==> src/rcm_pkg.sv <==
`default_nettype none

package rcm_pkg;

	// field and datapath widths
	localparam int SAMPLE_W  = 10;
	localparam int COUNT_W   = 15;
	localparam int SUM_W     = 35;
	localparam int MEAN_W    = 20;
	localparam int ROOT_W    = 10;
	localparam int ROOT_IDX_W = 4;
	localparam int SQREM_W   = 12;
	localparam int CFG_W     = 16;
	localparam int CFG_IDX_W = 2;
	localparam int PROD_W    = CFG_W + ROOT_W;
	localparam int STEP_W    = 5;

	// window limit
	localparam int MAX_SAMPLES = 16384;

	// iteration counts of the serial units
	localparam int SQUARE_STEPS = SAMPLE_W;
	localparam int DIV_STEPS    = MEAN_W;
	localparam int SQRT_STEPS   = ROOT_W;
	localparam int SCALE_STEPS  = ROOT_W;

	// reset values
	localparam logic [CFG_W-1:0]    SCALE_RESET = 16'd6764;
	localparam logic [CFG_W-1:0]    LOW_RESET   = 16'd400;
	localparam logic [CFG_W-1:0]    HIGH_RESET  = 16'd3000;
	localparam logic [SAMPLE_W-1:0] ZERO_RESET  = 10'd512;

	// register indexes
	localparam logic [CFG_IDX_W-1:0] REG_SCALE = 2'd0;
	localparam logic [CFG_IDX_W-1:0] REG_LOW   = 2'd1;
	localparam logic [CFG_IDX_W-1:0] REG_HIGH  = 2'd2;

	// window kinds
	localparam logic KIND_CAL  = 1'b0;
	localparam logic KIND_MEAS = 1'b1;

	typedef enum logic [1:0] {
		STATUS_OFF    = 2'd0,
		STATUS_UNDER  = 2'd1,
		STATUS_OVER   = 2'd2,
		STATUS_NORMAL = 2'd3
	} status_t;

	typedef enum logic [2:0] {
		ST_IDLE,
		ST_SQUARE,
		ST_DIV_INIT,
		ST_DIV,
		ST_SQRT,
		ST_SCALE,
		ST_DONE
	} state_t;

endpackage

`default_nettype wire

==> src/rms_current_monitor_unit.sv <==
// RMS current monitor. Samples arrive on the input channel grouped into windows closed by
// last; calibration windows (action 0) average the raw samples into the zero level, and
// measurement windows (action 1) give the floor square root of the floored mean squared
// offset, the current in mA (Q8 scale, saturating at 65535) and a status. Each window
// yields one request on the output channel, held in an output register. A calibration
// sample is accumulated as it is taken, while a measurement sample is squared by the
// bit-serial shift-add squarer (10 steps). At window end a 20-step restoring divider forms
// the mean, then for a measurement a 10-step digit square root and a 10-step serial scale
// multiplier run before the result is registered. One item is in work at a time; samples
// beyond 16384 in a window are counted out. Configuration is written through cfg_we.
`default_nettype none

module rms_current_monitor_unit (
	input  wire logic                           clk,
	input  wire logic                           arst_n,
	input  wire logic                           cfg_we,
	input  wire logic [rcm_pkg::CFG_IDX_W-1:0]  cfg_index,
	input  wire logic [rcm_pkg::CFG_W-1:0]      cfg_data,
	input  wire logic                           in_valid,
	output logic                                in_stall,
	input  wire logic                           action,
	input  wire logic [rcm_pkg::SAMPLE_W-1:0]   sample,
	input  wire logic                           last,
	input  wire logic                           pump_on,
	output logic                                out_valid,
	input  wire logic                           out_stall,
	output logic                                kind,
	output logic [rcm_pkg::SAMPLE_W-1:0]        zero_out,
	output logic [rcm_pkg::ROOT_W-1:0]          rms_counts,
	output logic [rcm_pkg::CFG_W-1:0]           current_ma,
	output logic [1:0]                          status,
	output logic [rcm_pkg::COUNT_W-1:0]         window_samples
);

	rcm_pkg::state_t state_q, state_d;
	logic [rcm_pkg::STEP_W-1:0]   step_q;

	logic [rcm_pkg::CFG_W-1:0]    scale_q, low_q, high_q;
	logic [rcm_pkg::SAMPLE_W-1:0] zero_q;
	logic [rcm_pkg::SUM_W-1:0]    sum_q;
	logic [rcm_pkg::COUNT_W-1:0]  count_q;

	logic                         action_q, last_q, pump_q;
	logic [rcm_pkg::MEAN_W-1:0]   mcand_q;
	logic [rcm_pkg::SAMPLE_W-1:0] mbits_q;
	logic [rcm_pkg::COUNT_W-1:0]  rem_q;
	logic [rcm_pkg::MEAN_W-1:0]   div_q;
	logic [rcm_pkg::SQREM_W-1:0]  sq_rem_q;
	logic [rcm_pkg::ROOT_W-1:0]   root_q;
	logic [rcm_pkg::PROD_W-1:0]   mul_q;

	logic                         out_valid_q, kind_q;
	logic [rcm_pkg::SAMPLE_W-1:0] zero_out_q;
	logic [rcm_pkg::ROOT_W-1:0]   rms_q;
	logic [rcm_pkg::CFG_W-1:0]    cur_q;
	rcm_pkg::status_t             status_q;
	logic [rcm_pkg::COUNT_W-1:0]  win_q;

	logic                         accept, room, out_write, step_last;
	logic [rcm_pkg::SAMPLE_W-1:0] offset;
	logic [rcm_pkg::COUNT_W:0]    div_trial;
	logic                         div_ge;
	logic [rcm_pkg::SQREM_W+1:0]  sq_trial, sq_sub;
	logic                         sq_ge;
	logic [rcm_pkg::ROOT_IDX_W-1:0] mul_idx;
	logic                         mul_bit;
	logic [rcm_pkg::CFG_W-1:0]    cur_val;
	rcm_pkg::status_t             status_val;

	// request handshake and window bookkeeping
	assign accept = in_valid && !in_stall;
	assign room   = count_q < rcm_pkg::COUNT_W'(rcm_pkg::MAX_SAMPLES);
	assign offset = (zero_q >= sample) ? (zero_q - sample) : (sample - zero_q);

	// restoring divider step: remainder against sample count
	assign div_trial = {rem_q, div_q[rcm_pkg::MEAN_W-1]};
	assign div_ge    = (count_q != '0) && (div_trial >= {1'b0, count_q});

	// digit square root step: two bits of the mean per cycle
	assign sq_trial = {sq_rem_q, div_q[rcm_pkg::MEAN_W-1 -: 2]};
	assign sq_sub   = {2'b00, root_q, 2'b01};
	assign sq_ge    = sq_trial >= sq_sub;

	// serial scale multiply, root bits msb first
	assign mul_idx = rcm_pkg::ROOT_IDX_W'(rcm_pkg::ROOT_W - 1) - step_q[rcm_pkg::ROOT_IDX_W-1:0];
	assign mul_bit = root_q[mul_idx];

	// saturate current and classify
	assign cur_val = (mul_q[rcm_pkg::PROD_W-1 -: 2] != 2'b00) ? '1
		: mul_q[rcm_pkg::CFG_W+7:8];

	always_comb begin
		if (!pump_q) begin
			status_val = rcm_pkg::STATUS_OFF;
		end else if (cur_val < low_q) begin
			status_val = rcm_pkg::STATUS_UNDER;
		end else if (cur_val > high_q) begin
			status_val = rcm_pkg::STATUS_OVER;
		end else begin
			status_val = rcm_pkg::STATUS_NORMAL;
		end
	end

	// end of the current serial phase
	always_comb begin
		unique case (state_q)
			rcm_pkg::ST_SQUARE:
				step_last = step_q == rcm_pkg::STEP_W'(rcm_pkg::SQUARE_STEPS - 1);
			rcm_pkg::ST_DIV:
				step_last = step_q == rcm_pkg::STEP_W'(rcm_pkg::DIV_STEPS - 1);
			rcm_pkg::ST_SQRT:
				step_last = step_q == rcm_pkg::STEP_W'(rcm_pkg::SQRT_STEPS - 1);
			rcm_pkg::ST_SCALE:
				step_last = step_q == rcm_pkg::STEP_W'(rcm_pkg::SCALE_STEPS - 1);
			default:
				step_last = 1'b0;
		endcase
	end

	// next state
	always_comb begin
		state_d = state_q;
		unique case (state_q)
			rcm_pkg::ST_IDLE: begin
				if (accept) begin
					if (action == rcm_pkg::KIND_MEAS && room) begin
						state_d = rcm_pkg::ST_SQUARE;
					end else if (last) begin
						state_d = rcm_pkg::ST_DIV_INIT;
					end
				end
			end
			rcm_pkg::ST_SQUARE: begin
				if (step_last) begin
					state_d = last_q ? rcm_pkg::ST_DIV_INIT : rcm_pkg::ST_IDLE;
				end
			end
			rcm_pkg::ST_DIV_INIT: begin
				state_d = rcm_pkg::ST_DIV;
			end
			rcm_pkg::ST_DIV: begin
				if (step_last) begin
					state_d = (action_q == rcm_pkg::KIND_MEAS) ? rcm_pkg::ST_SQRT
						: rcm_pkg::ST_DONE;
				end
			end
			rcm_pkg::ST_SQRT: begin
				if (step_last) begin
					state_d = rcm_pkg::ST_SCALE;
				end
			end
			rcm_pkg::ST_SCALE: begin
				if (step_last) begin
					state_d = rcm_pkg::ST_DONE;
				end
			end
			rcm_pkg::ST_DONE: begin
				if (out_write) begin
					state_d = rcm_pkg::ST_IDLE;
				end
			end
			default: begin
				state_d = rcm_pkg::ST_IDLE;
			end
		endcase
	end

	// handshake outputs of the sequencer
	always_comb begin
		in_stall  = state_q != rcm_pkg::ST_IDLE;
		out_write = (state_q == rcm_pkg::ST_DONE) && (!out_valid_q || !out_stall);
	end

	// control state, registers and accumulators
	always_ff @(posedge clk or negedge arst_n) begin
		if (!arst_n) begin
			state_q     <= rcm_pkg::ST_IDLE;
			step_q      <= '0;
			out_valid_q <= 1'b0;
			scale_q     <= rcm_pkg::SCALE_RESET;
			low_q       <= rcm_pkg::LOW_RESET;
			high_q      <= rcm_pkg::HIGH_RESET;
			zero_q      <= rcm_pkg::ZERO_RESET;
			sum_q       <= '0;
			count_q     <= '0;
		end else begin
			state_q <= state_d;
			step_q  <= (state_d != state_q) ? '0 : step_q + 1'b1;

			// configuration writes
			if (cfg_we) begin
				unique case (cfg_index)
					rcm_pkg::REG_SCALE: scale_q <= cfg_data;
					rcm_pkg::REG_LOW:   low_q   <= cfg_data;
					rcm_pkg::REG_HIGH:  high_q  <= cfg_data;
					default: ;
				endcase
			end

			// output register valid
			if (out_write) begin
				out_valid_q <= 1'b1;
			end else if (!out_stall) begin
				out_valid_q <= 1'b0;
			end

			// accumulate raw sample or squared offset
			if (accept && room) begin
				count_q <= count_q + 1'b1;
				if (action == rcm_pkg::KIND_CAL) begin
					sum_q <= sum_q + rcm_pkg::SUM_W'(sample);
				end
			end
			if (state_q == rcm_pkg::ST_SQUARE && mbits_q[0]) begin
				sum_q <= sum_q + rcm_pkg::SUM_W'(mcand_q);
			end

			// close the window
			if (out_write) begin
				if (action_q == rcm_pkg::KIND_CAL) begin
					zero_q <= div_q[rcm_pkg::SAMPLE_W-1:0];
				end
				sum_q   <= '0;
				count_q <= '0;
			end
		end
	end

	// serial datapath registers
	always_ff @(posedge clk) begin
		unique case (state_q)
			rcm_pkg::ST_IDLE: begin
				if (accept) begin
					action_q <= action;
					last_q   <= last;
					pump_q   <= pump_on;
					mcand_q  <= rcm_pkg::MEAN_W'(offset);
					mbits_q  <= offset;
				end
			end
			rcm_pkg::ST_SQUARE: begin
				mcand_q <= {mcand_q[rcm_pkg::MEAN_W-2:0], 1'b0};
				mbits_q <= {1'b0, mbits_q[rcm_pkg::SAMPLE_W-1:1]};
			end
			rcm_pkg::ST_DIV_INIT: begin
				rem_q    <= sum_q[rcm_pkg::SUM_W-1:rcm_pkg::MEAN_W];
				div_q    <= sum_q[rcm_pkg::MEAN_W-1:0];
				sq_rem_q <= '0;
				root_q   <= '0;
				mul_q    <= '0;
			end
			rcm_pkg::ST_DIV: begin
				rem_q <= div_ge ? rcm_pkg::COUNT_W'(div_trial - {1'b0, count_q})
					: div_trial[rcm_pkg::COUNT_W-1:0];
				div_q <= {div_q[rcm_pkg::MEAN_W-2:0], div_ge};
			end
			rcm_pkg::ST_SQRT: begin
				div_q <= {div_q[rcm_pkg::MEAN_W-3:0], 2'b00};
				if (sq_ge) begin
					sq_rem_q <= rcm_pkg::SQREM_W'(sq_trial - sq_sub);
					root_q   <= {root_q[rcm_pkg::ROOT_W-2:0], 1'b1};
				end else begin
					sq_rem_q <= sq_trial[rcm_pkg::SQREM_W-1:0];
					root_q   <= {root_q[rcm_pkg::ROOT_W-2:0], 1'b0};
				end
			end
			rcm_pkg::ST_SCALE: begin
				mul_q <= {mul_q[rcm_pkg::PROD_W-2:0], 1'b0}
					+ (mul_bit ? rcm_pkg::PROD_W'(scale_q) : '0);
			end
			default: ;
		endcase

		// result capture
		if (out_write) begin
			kind_q <= action_q;
			win_q  <= count_q;
			if (action_q == rcm_pkg::KIND_CAL) begin
				zero_out_q <= div_q[rcm_pkg::SAMPLE_W-1:0];
				rms_q      <= '0;
				cur_q      <= '0;
				status_q   <= rcm_pkg::STATUS_OFF;
			end else begin
				zero_out_q <= zero_q;
				rms_q      <= root_q;
				cur_q      <= cur_val;
				status_q   <= status_val;
			end
		end
	end

	// result ports
	assign out_valid      = out_valid_q;
	assign kind           = kind_q;
	assign zero_out       = zero_out_q;
	assign rms_counts     = rms_q;
	assign current_ma     = cur_q;
	assign status         = status_q;
	assign window_samples = win_q;

endmodule

`default_nettype wire

==> config.mk <==
export PLATFORM = sky130hd
export DESIGN_NAME = rms_current_monitor_unit
export DESIGN_NICKNAME = d
export VERILOG_FILES = /design/src/rcm_pkg.sv /design/src/rms_current_monitor_unit.sv
export SDC_FILE = /design/constraint.sdc
export NUM_CORES = 1
export LEC_CHECK = 0
export BUFFER_PORTS_ARGS = -buffer_cell sky130_fd_sc_hd__clkbuf_2
export CAP_MARGIN = 20
export CORE_MARGIN = 3
export CORE_UTILIZATION = 62
export DETAILED_ROUTE_END_ITERATION = 16
export GPL_TIMING_DRIVEN = 0
export PLACE_DENSITY_LB_ADDON = 0.08
export SYNTH_ARGS = -nofsm -noshare
export SYNTH_HDL_FRONTEND = slang
export SYNTH_SLANG_ARGS = --single-unit
==> constraint.sdc <==
create_clock -name clk -period 5 [get_ports clk]
set_input_delay 0.75 -clock clk [delete_from_list [all_inputs] [get_ports clk]]
set_output_delay 0.75 -clock clk [all_outputs]
set_load 0.005 [all_outputs]
==> summary.md, run 1 <==
| Metric | Value |
|---|---|
| Tot Pwr | 11.2 mW |
| Root buffer cell | clkbuf_16 |
| # DRC | 0 |
| Via density | 6.19 |
| Final setup violation count | 0 |
| Max-Cap Viols | 0 |
| I/O Buffers | 91 |
| Outcome | finished, final reports clean |
| Reg-to-Reg Start | state_q[0]$_DFF_PN0_ |
| CP endpoint kind | register |
| Ant. Diodes | 0 |
| Post-synth ARST share | 0.408 |
| Max H-tree Level | 1 |
| Routed wire length | 40.9 mm |
| Startpoint types | register |
| Final Wtd Congestion | 0.906 |
| Arr. time, crit path | 5.18 ns |
| Synthesized instance count | 1,635 |
| Drt first pass iters | 7 |
| Syn Area/Cell | 10.3 µm² |
| Most frequent cells in the layout | 170 x edfxtp_1, 159 x nand2_1, 117 x ha_1 |
| Reg2reg end | sum_q[34]$_DFFE_PN0P_ |
| Die area | 29,300 µm² |
| Setup TNS | 0 ns |
| Min cycle time layout | 4.70 ns |
| First-pass GRT wire length | 65.9 mm |
| Power Density | 587 nW/µm² |
| Width of the die | 171 µm |
| Clock slew at reported path FFs | 0.07 ns |
| Vias in the first global route | 12,894 |
| Largest net degree at the start of global routing | 83 |
| CTS hold repair buffers | 0 |
| Hold WC Path Type | in -> async |
| Fmax | 0.213 GHz |
| Leakage | 7.97 nW |
| R2R setup slack | 0.30 ns |
| Final period util | 0.940 |
| Commonest non-fill, non-tap cell in the layout | edfxtp_1 |
| Detail Route Antenna Nets | 0 |
| Nets | 1,924 |
| Actual slew at the worst max-slew pin | 1.13 ns |
| Seq/Total Area, Yosys | 0.476 |
| Number of flops mapped to enable cells by yosys | 170 |
| Number of synthesis warnings | 0 |
| Register bit count reported by yosys | 287 |
| Place WS | -0.0509 ns |
| Unrepaired setup endpoints after global routing | false |
| Crit Path Max Fanout | 10 |
| Setup Crit Path Kind | reg -> reg |
| Synthesized area | 16,900 µm² |
| WP data required | 5.48 ns |
| Synthesized Nets | 1,793 |
| Vias post-DR | 13,163 |
| Ratio of cells with drive above 1 in the final layout | 0.147 |
| Hold Vio Cnt, Final | 0 |
| Worst-case clock buffer depth | 3 |
| Filler instances | 1,908 |
| Starting Density | 0.640 |
| Initial antenna violation count | 0 |
| Top_reg_cell synth | edfxtp_1 |
| Row count | 59 |
| CTS tree | yes |
| Rel. slew slack | 0.227 |
| Peak supply drop | 0.291 mV |
| CTS Buf Count | 31 |
| Setup WS post-layout | 0.300 ns |
| Die span in y | 171 µm |
| Critical path endpoint | sum_q[34]$_DFFE_PN0P_ |
| 1st-iter DRT viols | 1,192 |
| Grt total ovfl | 0 |
| Area occupied by multi-input gates | 8220 µm² |
| Ports | 92 |
| Latest clock arrival within the worst-skew pair | 0.56 ns |
| Routed length per instance | 19.2 µm |
| Reg2Reg Depth | 16 |
| Critical path startpoint | state_q[0]$_DFF_PN0_ |
| Fin Hold WS | 0.0986 ns |
| CTS Sinks | 287 |
| Fin. max-slew vios | 0 |
| Setup Skew | 0.00722 ns |
| Floorplan Core Area | 26,400 µm² |
| Detailed placement HPWL | 30.5 mm |
| GRT Overall Usage | 0.278 |
| Sequential Area | 8060 µm² |
| Postcts setup bufs | 0 |
| Synth cell types | 75 |
| P&R area growth vs syn | 12.7% |
kinds of logic (layout without fill, tap and decap cells):
logic type,Yosys count,in the layout,share of synthesized area
and+or+nand+nor,514,514,0.151
AOI/OAI and AO/OA,389,389,0.151
DFF,287,287,0.476
buffers and inverters,175,331,0.0392
adders and majority gates,122,122,0.0924
muxes,86,86,0.0572
xor gates and xnor gates,62,62,0.0321
where the power goes:
group | internal, mW | switching (mW)
clock | 1.49 | 0.986
sequential | 3.33 | 0.447
combinational | 2.03 | 2.91
timing repair:
item,4_1_cts,5_1_grt
hold endpoints to repair,0,0
resized for setup,1,2
setup endpoints to repair,3,10
worst max-delay path, cell delays in order, from the launching register on:
cell      delay (ns)
dfrtp_1         0.45
nor3b_4         0.40
and2_1          0.29
clkbuf_1        0.35
nand2_1         0.10
o21ai_0         0.16
ha_1            0.25
inv_1           0.06
fa_1            0.38
and2b_1         0.26
o31a_1          0.20
o31ai_1         0.17
o31a_1          0.39
o211a_1         0.30
buf_2           0.19
or4_1           0.51
a21oi_1         0.15
worst min-delay path by stage:
stage,from,end,slack [ns],depth (start not counted)
after floorplan,count_q[3]$_DFFE_PN0P_,window_samples[3]$_DFFE_PP_,0.42,0
after global placement,count_q[3]$_DFFE_PN0P_,window_samples[3]$_DFFE_PP_,0.43,0
after detailed placement,count_q[3]$_DFFE_PN0P_,window_samples[3]$_DFFE_PP_,0.43,0
after CTS,arst_n,sum_q[12]$_DFFE_PN0P_,0.09,1
after global routing,arst_n,sum_q[12]$_DFFE_PN0P_,0.11,1
final,arst_n,sum_q[12]$_DFFE_PN0P_,0.1,1
per-stage QoR:
stage	instance area, µm²	utilization	instances
finish	19100	0.722	2126
global route	19100	0.722	2126
CTS	19100	0.721	2126
detailed placement	17900	0.679	2068
global placement	17800	0.673	2061
floorplan	16900	-	1635
per-layer routing:
layer | global-route usage | part of all wire | wire (µm)
met1 | 0.387 | 0.44 | 17900
met2 | 0.466 | 0.48 | 19600
met3 | 0.0377 | 0.059 | 2400
met4 | 0.0707 | 0.023 | 951
met5 | 0 | 0 | 0
registers in the layout, indices dropped and copies added (netlist names), 2 cells and up:
register,flops
count_q,15
current_ma,16
div_q,20
high_q,16
low_q,16
mbits_q,10
mcand_q,20
mul_q,26
rem_q,15
rms_counts,10
root_q,10
scale_q,16
sq_rem_q,12
state_q,3
status,2
step_q,5
sum_q,35
window_samples,15
zero_out,10
zero_q,10
final cells by class:
type,instances,area share
multi-input combinational,1173,0.431
tap,335,0.0220
clock inverter,21,0.0136
timing repair buffer,98,0.0310
buffer,65,0.0132
inverter,110,0.0217
clock buffer,37,0.0451
sequential,287,0.422
cell usage after synthesis, types with 20 or more instances:
| cell | count | area (µm²) |
|---|---|---|
| inv_1 | 109 | 409 |
| edfxtp_1 | 170 | 5100 |
| clkbuf_1 | 55 | 206 |
| and2_1 | 57 | 357 |
| nand4_1 | 21 | 131 |
| nor3_1 | 27 | 135 |
| dfrtp_1 | 99 | 2480 |
| and3_1 | 20 | 125 |
| a21o_1 | 26 | 195 |
| a21oi_1 | 86 | 430 |
| ha_1 | 117 | 1460 |
| nand3_1 | 38 | 190 |
| o21ai_0 | 98 | 490 |
| xnor2_1 | 38 | 333 |
| nand2_1 | 159 | 597 |
| o21a_1 | 22 | 165 |
| nor2_1 | 100 | 375 |
| xor2_1 | 24 | 210 |
| mux2_2 | 64 | 721 |
| or3_1 | 31 | 194 |
Power figures use the tool's default switching activity.
==> run 2: changes to the inputs <==
--- a/config.mk
+++ b/config.mk
@@ -8,7 +8,7 @@
 export BUFFER_PORTS_ARGS = -buffer_cell sky130_fd_sc_hd__clkbuf_2
 export CAP_MARGIN = 20
 export CORE_MARGIN = 3
-export CORE_UTILIZATION = 62
+export CORE_UTILIZATION = 65
 export DETAILED_ROUTE_END_ITERATION = 16
 export GPL_TIMING_DRIVEN = 0
 export PLACE_DENSITY_LB_ADDON = 0.08
==> constraint.sdc (replaced) <==
create_clock -name clk -period 5.7 [get_ports clk]
set_input_delay 0.855 -clock clk [delete_from_list [all_inputs] [get_ports clk]]
set_output_delay 0.855 -clock clk [all_outputs]
set_load 0.005 [all_outputs]
==> summary.md, run 2 (synthesized netlist as in run 1, its figures left out) <==
| Metric | Value |
|---|---|
| Outcome | finished, final reports clean |
| Filler instances | 1,798 |
| Grt total ovfl | 0 |
| Final Wtd Congestion | 0.931 |
| Detail Route Antenna Nets | 0 |
| Routed length per instance | 20.0 µm |
| Postcts setup bufs | 0 |
| CTS Sinks | 287 |
| P&R area growth vs syn | 12.2% |
| Detailed placement HPWL | 31.4 mm |
| Hold WC Path Type | in -> async |
| Nets | 1,925 |
| Min cycle time layout | 5.32 ns |
| Max H-tree Level | 1 |
| Floorplan Core Area | 25,400 µm² |
| Fmax | 0.188 GHz |
| Fin area | 19,000 µm² |
| Final setup violation count | 0 |
| Routed wire length | 42.4 mm |
| Leakage | 7.93 nW |
| # DRC | 0 |
| Unrepaired setup endpoints after global routing | false |
| Width of the die | 167 µm |
| Power Density | 513 nW/µm² |
| Die area | 28,000 µm² |
| Setup Skew | 0.0181 ns |
| Startpoint types | register |
| CTS tree | yes |
| DP Area | 17,900 µm² |
| Rel. slew slack | 0.275 |
| Ratio of cells with drive above 1 in the final layout | 0.142 |
| I/O Buffers | 91 |
| Hold Vio Cnt, Final | 0 |
| Leading registers by flop count | sum_q: 35 flops, mul_q: 26 flops |
| Delay-heaviest family, CP | simple AND/OR/NAND/NOR gates |
| Worst path bufs/invs | 3 |
| Area occupied by multi-input gates | 8210 µm² |
| Largest net degree at the start of global routing | 74 |
| Row count | 58 |
| Starting Density | 0.666 |
| Vias post-DR | 13,267 |
| Biggest register | sum_q |
| Slowest-stage cell, CP | nor3b_1 |
| Peak supply drop | 0.380 mV |
| Clock slew at reported path FFs | 0.07 ns |
| 1st-iter DRT viols | 1,086 |
| Die span in y | 167 µm |
| GRT Overall Usage | 0.297 |
| Non-filler instance count after layout | 2,123 |
| Initial antenna violation count | 2 |
| Dpl cells | 2,064 |
| Ports | 92 |
| # resized after CTS | 0 |
| CP most frequent cell | o31a_1 |
| Final period util | 0.934 |
| Setup Crit Path Kind | reg -> reg |
| Arr. time, crit path | 5.81 ns |
| Setup TNS | 0 ns |
| Max FFs per register | 35 |
| Actual slew at the worst max-slew pin | 1.06 ns |
| Worst-case clock buffer depth | 3 |
| Crit Path Max Fanout | 10 |
| Latest clock arrival within the worst-skew pair | 0.57 ns |
| Critical path's largest stage delay | 0.88 ns |
| CP endpoint kind | register |
| Drt first pass iters | 5 |
| CTS Buf Count | 31 |
| Fin. max-slew vios | 0 |
| Most frequent cells in the layout | 170 x edfxtp_1, 159 x nand2_1, 117 x ha_1 |
| CTS hold repair buffers | 0 |
| WP data required | 6.18 ns |
| Vias in the first global route | 13,023 |
| Root buffer cell | clkbuf_16 |
| Via density | 6.25 |
| Critical path, cell by cell | nor3b_1 -> and2_1 -> clkbuf_1 -> nand2_1 -> o21ai_0 -> ha_1 -> inv_1 -> fa_1 -> and2b_1 -> o31a_1 -> o31ai_1 -> o31a_1 -> o211a_1 -> buf_2 -> or4_1 -> a21oi_1 |
| First-pass GRT wire length | 68.0 mm |
| Commonest non-fill, non-tap cell in the layout | edfxtp_1 |
| Sequential Area | 8060 µm² |
| Max-Cap Viols | 0 |
run 2: cell count changes in the layout (fill, tap and decap cells not counted), moves of 2 or more:
cell | before | now
buf_6 | 0 | 2
bufinv_16 | 5 | 3
clkbuf_1 | 56 | 64
clkinv_4 | 3 | 1
clkinvlp_4 | 3 | 1
inv_6 | 3 | 1
run 2: final timing paths:
path	from	to	slack [ns]	cells after the start
min in group clk	count_q[3]$_DFFE_PN0P_	window_samples[3]$_DFFE_PP_	0.47	0
max in group asynchronous	arst_n	zero_q[0]$_DFFE_PN0P_	4.73	2
setup / recovery	state_q[1]$_DFF_PN0_	sum_q[32]$_DFFE_PN0P_	0.38	16
hold reg to reg	count_q[3]$_DFFE_PN0P_	window_samples[3]$_DFFE_PP_	0.47	0
setup reg to reg	state_q[1]$_DFF_PN0_	sum_q[32]$_DFFE_PN0P_	0.38	16
hold / removal	arst_n	count_q[4]$_DFFE_PN0P_	0.22	1
run 2: metrics by stage:
stage	hold slack [ns]	total power [mW]	setup slack, ns	util
after floorplan	0.423	6.44	1.85	-
after global placement	0.431	7.40	0.0819	0.700
after detailed placement	0.461	7.61	0.522	0.706
after CTS	0.235	9.70	0.491	0.747
after global routing	0.242	10.4	0.181	0.747
final	0.217	9.73	0.378	0.747
run 2: routing by layer:
metal,vias up,track usage,share of wire
li1,6247,-,-
met4,2,0.106,0.039
met2,467,0.524,0.50
met5,-,0,0.00031
met3,105,0.0328,0.055
met1,6446,0.383,0.40
run 2: power breakdown:
part,internal [mW],switching (mW)
Combinational,1.78,2.61
Clock,1.22,0.831
Sequential,2.92,0.380
run 2: final cells by class:
class                   count  share of cell area
diodes                      1            0.000132
clock inverters            13             0.00784
clock buffers              45              0.0469
plain buffers              65              0.0133
flip-flops and latches    287               0.424
multi-input cells        1173               0.433
inverters                 110              0.0218
repair buffers             99              0.0314
well taps                 330              0.0218
==> run 3: changes to the inputs <==
--- a/config.mk
+++ b/config.mk
@@ -5,8 +5,10 @@
 export SDC_FILE = /design/constraint.sdc
 export NUM_CORES = 1
 export LEC_CHECK = 0
+export ABC_AREA = 1
 export BUFFER_PORTS_ARGS = -buffer_cell sky130_fd_sc_hd__clkbuf_2
-export CAP_MARGIN = 20
+export CAP_MARGIN = 25
+export CORE_ASPECT_RATIO = 1.25
 export CORE_MARGIN = 3
 export CORE_UTILIZATION = 65
 export DETAILED_ROUTE_END_ITERATION = 16
==> summary.md, run 3 <==
| Metric | Value |
|---|---|
| Worst-case clock buffer depth | 3 |
| Crit Path Max Fanout | 10 |
| Final Wtd Congestion | 0.997 |
| Peak supply drop | 0.451 mV |
| Synthesized area | 18,000 µm² |
| Slowest-stage cell, CP | dfrtp_1 |
| Routed wire length | 48.2 mm |
| CTS tree | yes |
| Setup Crit Path Kind | reg -> reg |
| Number of flops mapped to enable cells by yosys | 170 |
| CP most frequent cell | nand2_1 |
| Critical path, cell by cell | inv_1 -> ha_1 -> o41ai_1 -> inv_1 -> buf_2 -> nor2_1 -> ha_1 -> fa_1 -> nand3_1 -> nand3_1 -> nand2_1 -> nand2_1 -> nand2_1 -> nand2_1 -> nand3_1 -> o21ai_0 -> nor2_1 |
| CTS Buf Count | 29 |
| Most frequent cells in the layout | 638 x nand2_1, 333 x inv_1, 204 x nor2_1 |
| Rel. slew slack | 0.372 |
| Floorplan Core Area | 27,000 µm² |
| Detail Route Antenna Nets | 0 |
| Critical path's largest stage delay | 0.48 ns |
| Hold WC Path Type | in -> async |
| Die span in y | 192 µm |
| Hold Vio Cnt, Final | 0 |
| Setup TNS | 0 ns |
| Max FFs per register | 35 |
| Startpoint types | register |
| Post-synth ARST share | 0.408 |
| Min cycle time layout | 3.87 ns |
| Fmax | 0.259 GHz |
| CP endpoint kind | register |
| Leakage | 9.80 nW |
| Top-area cell type share of the netlist area | 0.284 |
| Max-Cap Viols | 0 |
| Ports | 92 |
| Synth cell count leaders | 638 x nand2_1, 333 x inv_1, 204 x nor2_1 |
| Syn Area/Cell | 7.95 µm² |
| Final period util | 0.679 |
| Latest clock arrival within the worst-skew pair | 0.55 ns |
| CTS hold repair buffers | 0 |
| Biggest register | sum_q |
| Clock slew at reported path FFs | 0.06 ns |
| Synthesized instance count | 2,263 |
| Starting Density | 0.666 |
| Vias post-DR | 15,678 |
| Leading registers by flop count | sum_q: 35 flops, mul_q: 26 flops |
| Final setup violation count | 0 |
| CTS Sinks | 287 |
| Reg-to-Reg Start | step_q[1]$_DFF_PN0_ |
| Worst path bufs/invs | 3 |
| Synth top area cells | edfxtp_1 28%, dfrtp_1 14%, nand2_1 13% |
| Top_reg_cell synth | edfxtp_1 |
| 1st-iter DRT viols | 1,119 |
| Most frequent cell after synthesis | nand2_1 |
| Width of the die | 155 µm |
| Largest net degree at the start of global routing | 103 |
| Postcts setup bufs | 0 |
| Ratio of cells with drive above 1 in the final layout | 0.0913 |
| Fin. max-slew vios | 0 |
| WP data required | 5.99 ns |
| Nets | 2,546 |
| Power Density | 456 nW/µm² |
| Delay-heaviest family, CP | simple AND/OR/NAND/NOR gates |
| Setup Skew | 0.0199 ns |
| Row count | 67 |
| Outcome | finished, final reports clean |
| P&R area growth vs syn | 10.9% |
| Commonest non-fill, non-tap cell in the layout | nand2_1 |
| First-pass GRT wire length | 76.7 mm |
| Critical path startpoint | step_q[1]$_DFF_PN0_ |
| Area leader, netlist | edfxtp_1 |
| Root buffer cell | clkbuf_16 |
| Max H-tree Level | 1 |
| Via density | 5.69 |
| Actual slew at the worst max-slew pin | 0.942 ns |
| I/O Buffers | 91 |
| GRT Overall Usage | 0.323 |
| Initial antenna violation count | 1 |
| Synthesized Nets | 2,421 |
| Grt total ovfl | 0 |
| Detailed placement HPWL | 37.1 mm |
| Seq/Total Area, Yosys | 0.448 |
| Arr. time, crit path | 4.16 ns |
| Tot Pwr | 9.09 mW |
| Number of synthesis warnings | 0 |
| Synth cell types | 56 |
| Vias in the first global route | 15,639 |
| Routed length per instance | 17.5 µm |
| Register bit count reported by yosys | 287 |
| # DRC | 0 |
| Die area | 29,700 µm² |
| # resized after CTS | 0 |
| Drt first pass iters | 7 |
| Unrepaired setup endpoints after global routing | false |
## run 3: cells by family (layout without fill, tap and decap cells)
logic type      Yosys count  after routing  share of synthesized area
compound gates          380            380                      0.116
buf+inv                 400            547                     0.0865
flops                   287            287                      0.448
simple gates           1035           1035                      0.244
other cells               0              1                          0
fa+ha+maj               122            122                     0.0870
xor+xnor                 39             39                     0.0190
## run 3: worst paths after layout
check | slack [ns] | depth (start not counted) | end
max | 1.83 | 17 | mul_q[23]$_SDFFCE_PP0P_
min | 0.15 | 1 | low_q[0]$_DFFE_PN0P_
max reg2reg | 1.83 | 17 | mul_q[23]$_SDFFCE_PP0P_
min reg2reg | 0.44 | 0 | window_samples[8]$_DFFE_PP_
max in group asynchronous | 4.74 | 2 | zero_q[5]$_DFFE_PN0P_
min in group clk | 0.44 | 0 | window_samples[8]$_DFFE_PP_
## run 3: power breakdown
group | switching [mW] | internal, mW | leakage, nW
Sequential | 0.333 | 2.87 | 3.04
Combinational | 2.65 | 1.26 | 6.29
Clock | 0.804 | 1.18 | 0.480
## run 3: layout make-up
cell class	instances	area [µm²]
Timing Repair Buffer	94	534
Clock buffer	43	860
Multi-Input combinational cell	1576	8370
Sequential cell	287	8060
Inverter	345	1300
Buffer	55	262
Clock inverter	10	136
Antenna cell	1	2.50
Fill cell	2100	7040
Tap cell	345	432
## run 3: per-layer routing
metal,track usage,up-vias,share of wire,wire (µm)
li1,-,7640,-,-
met1,0.354,7277,0.36,17500
met2,0.591,569,0.51,24500
met3,0.0334,192,0.053,2570
met4,0.213,0,0.076,3680
met5,0,-,0,0
## run 3: through the flow
step | util | hold WS, ns | worst slack (ns) | cell area, µm² | cells
finish | 0.739 | 0.155 | 1.83 | 20000 | 2756
global route | 0.739 | 0.151 | 1.54 | 19900 | 2755
CTS | 0.739 | 0.142 | 1.86 | 19900 | 2755
detailed placement | 0.702 | 0.432 | 1.89 | 19000 | 2702
global placement | 0.699 | 0.427 | 1.08 | 18900 | 2699
floorplan | - | 0.420 | 2.33 | 18000 | 2263
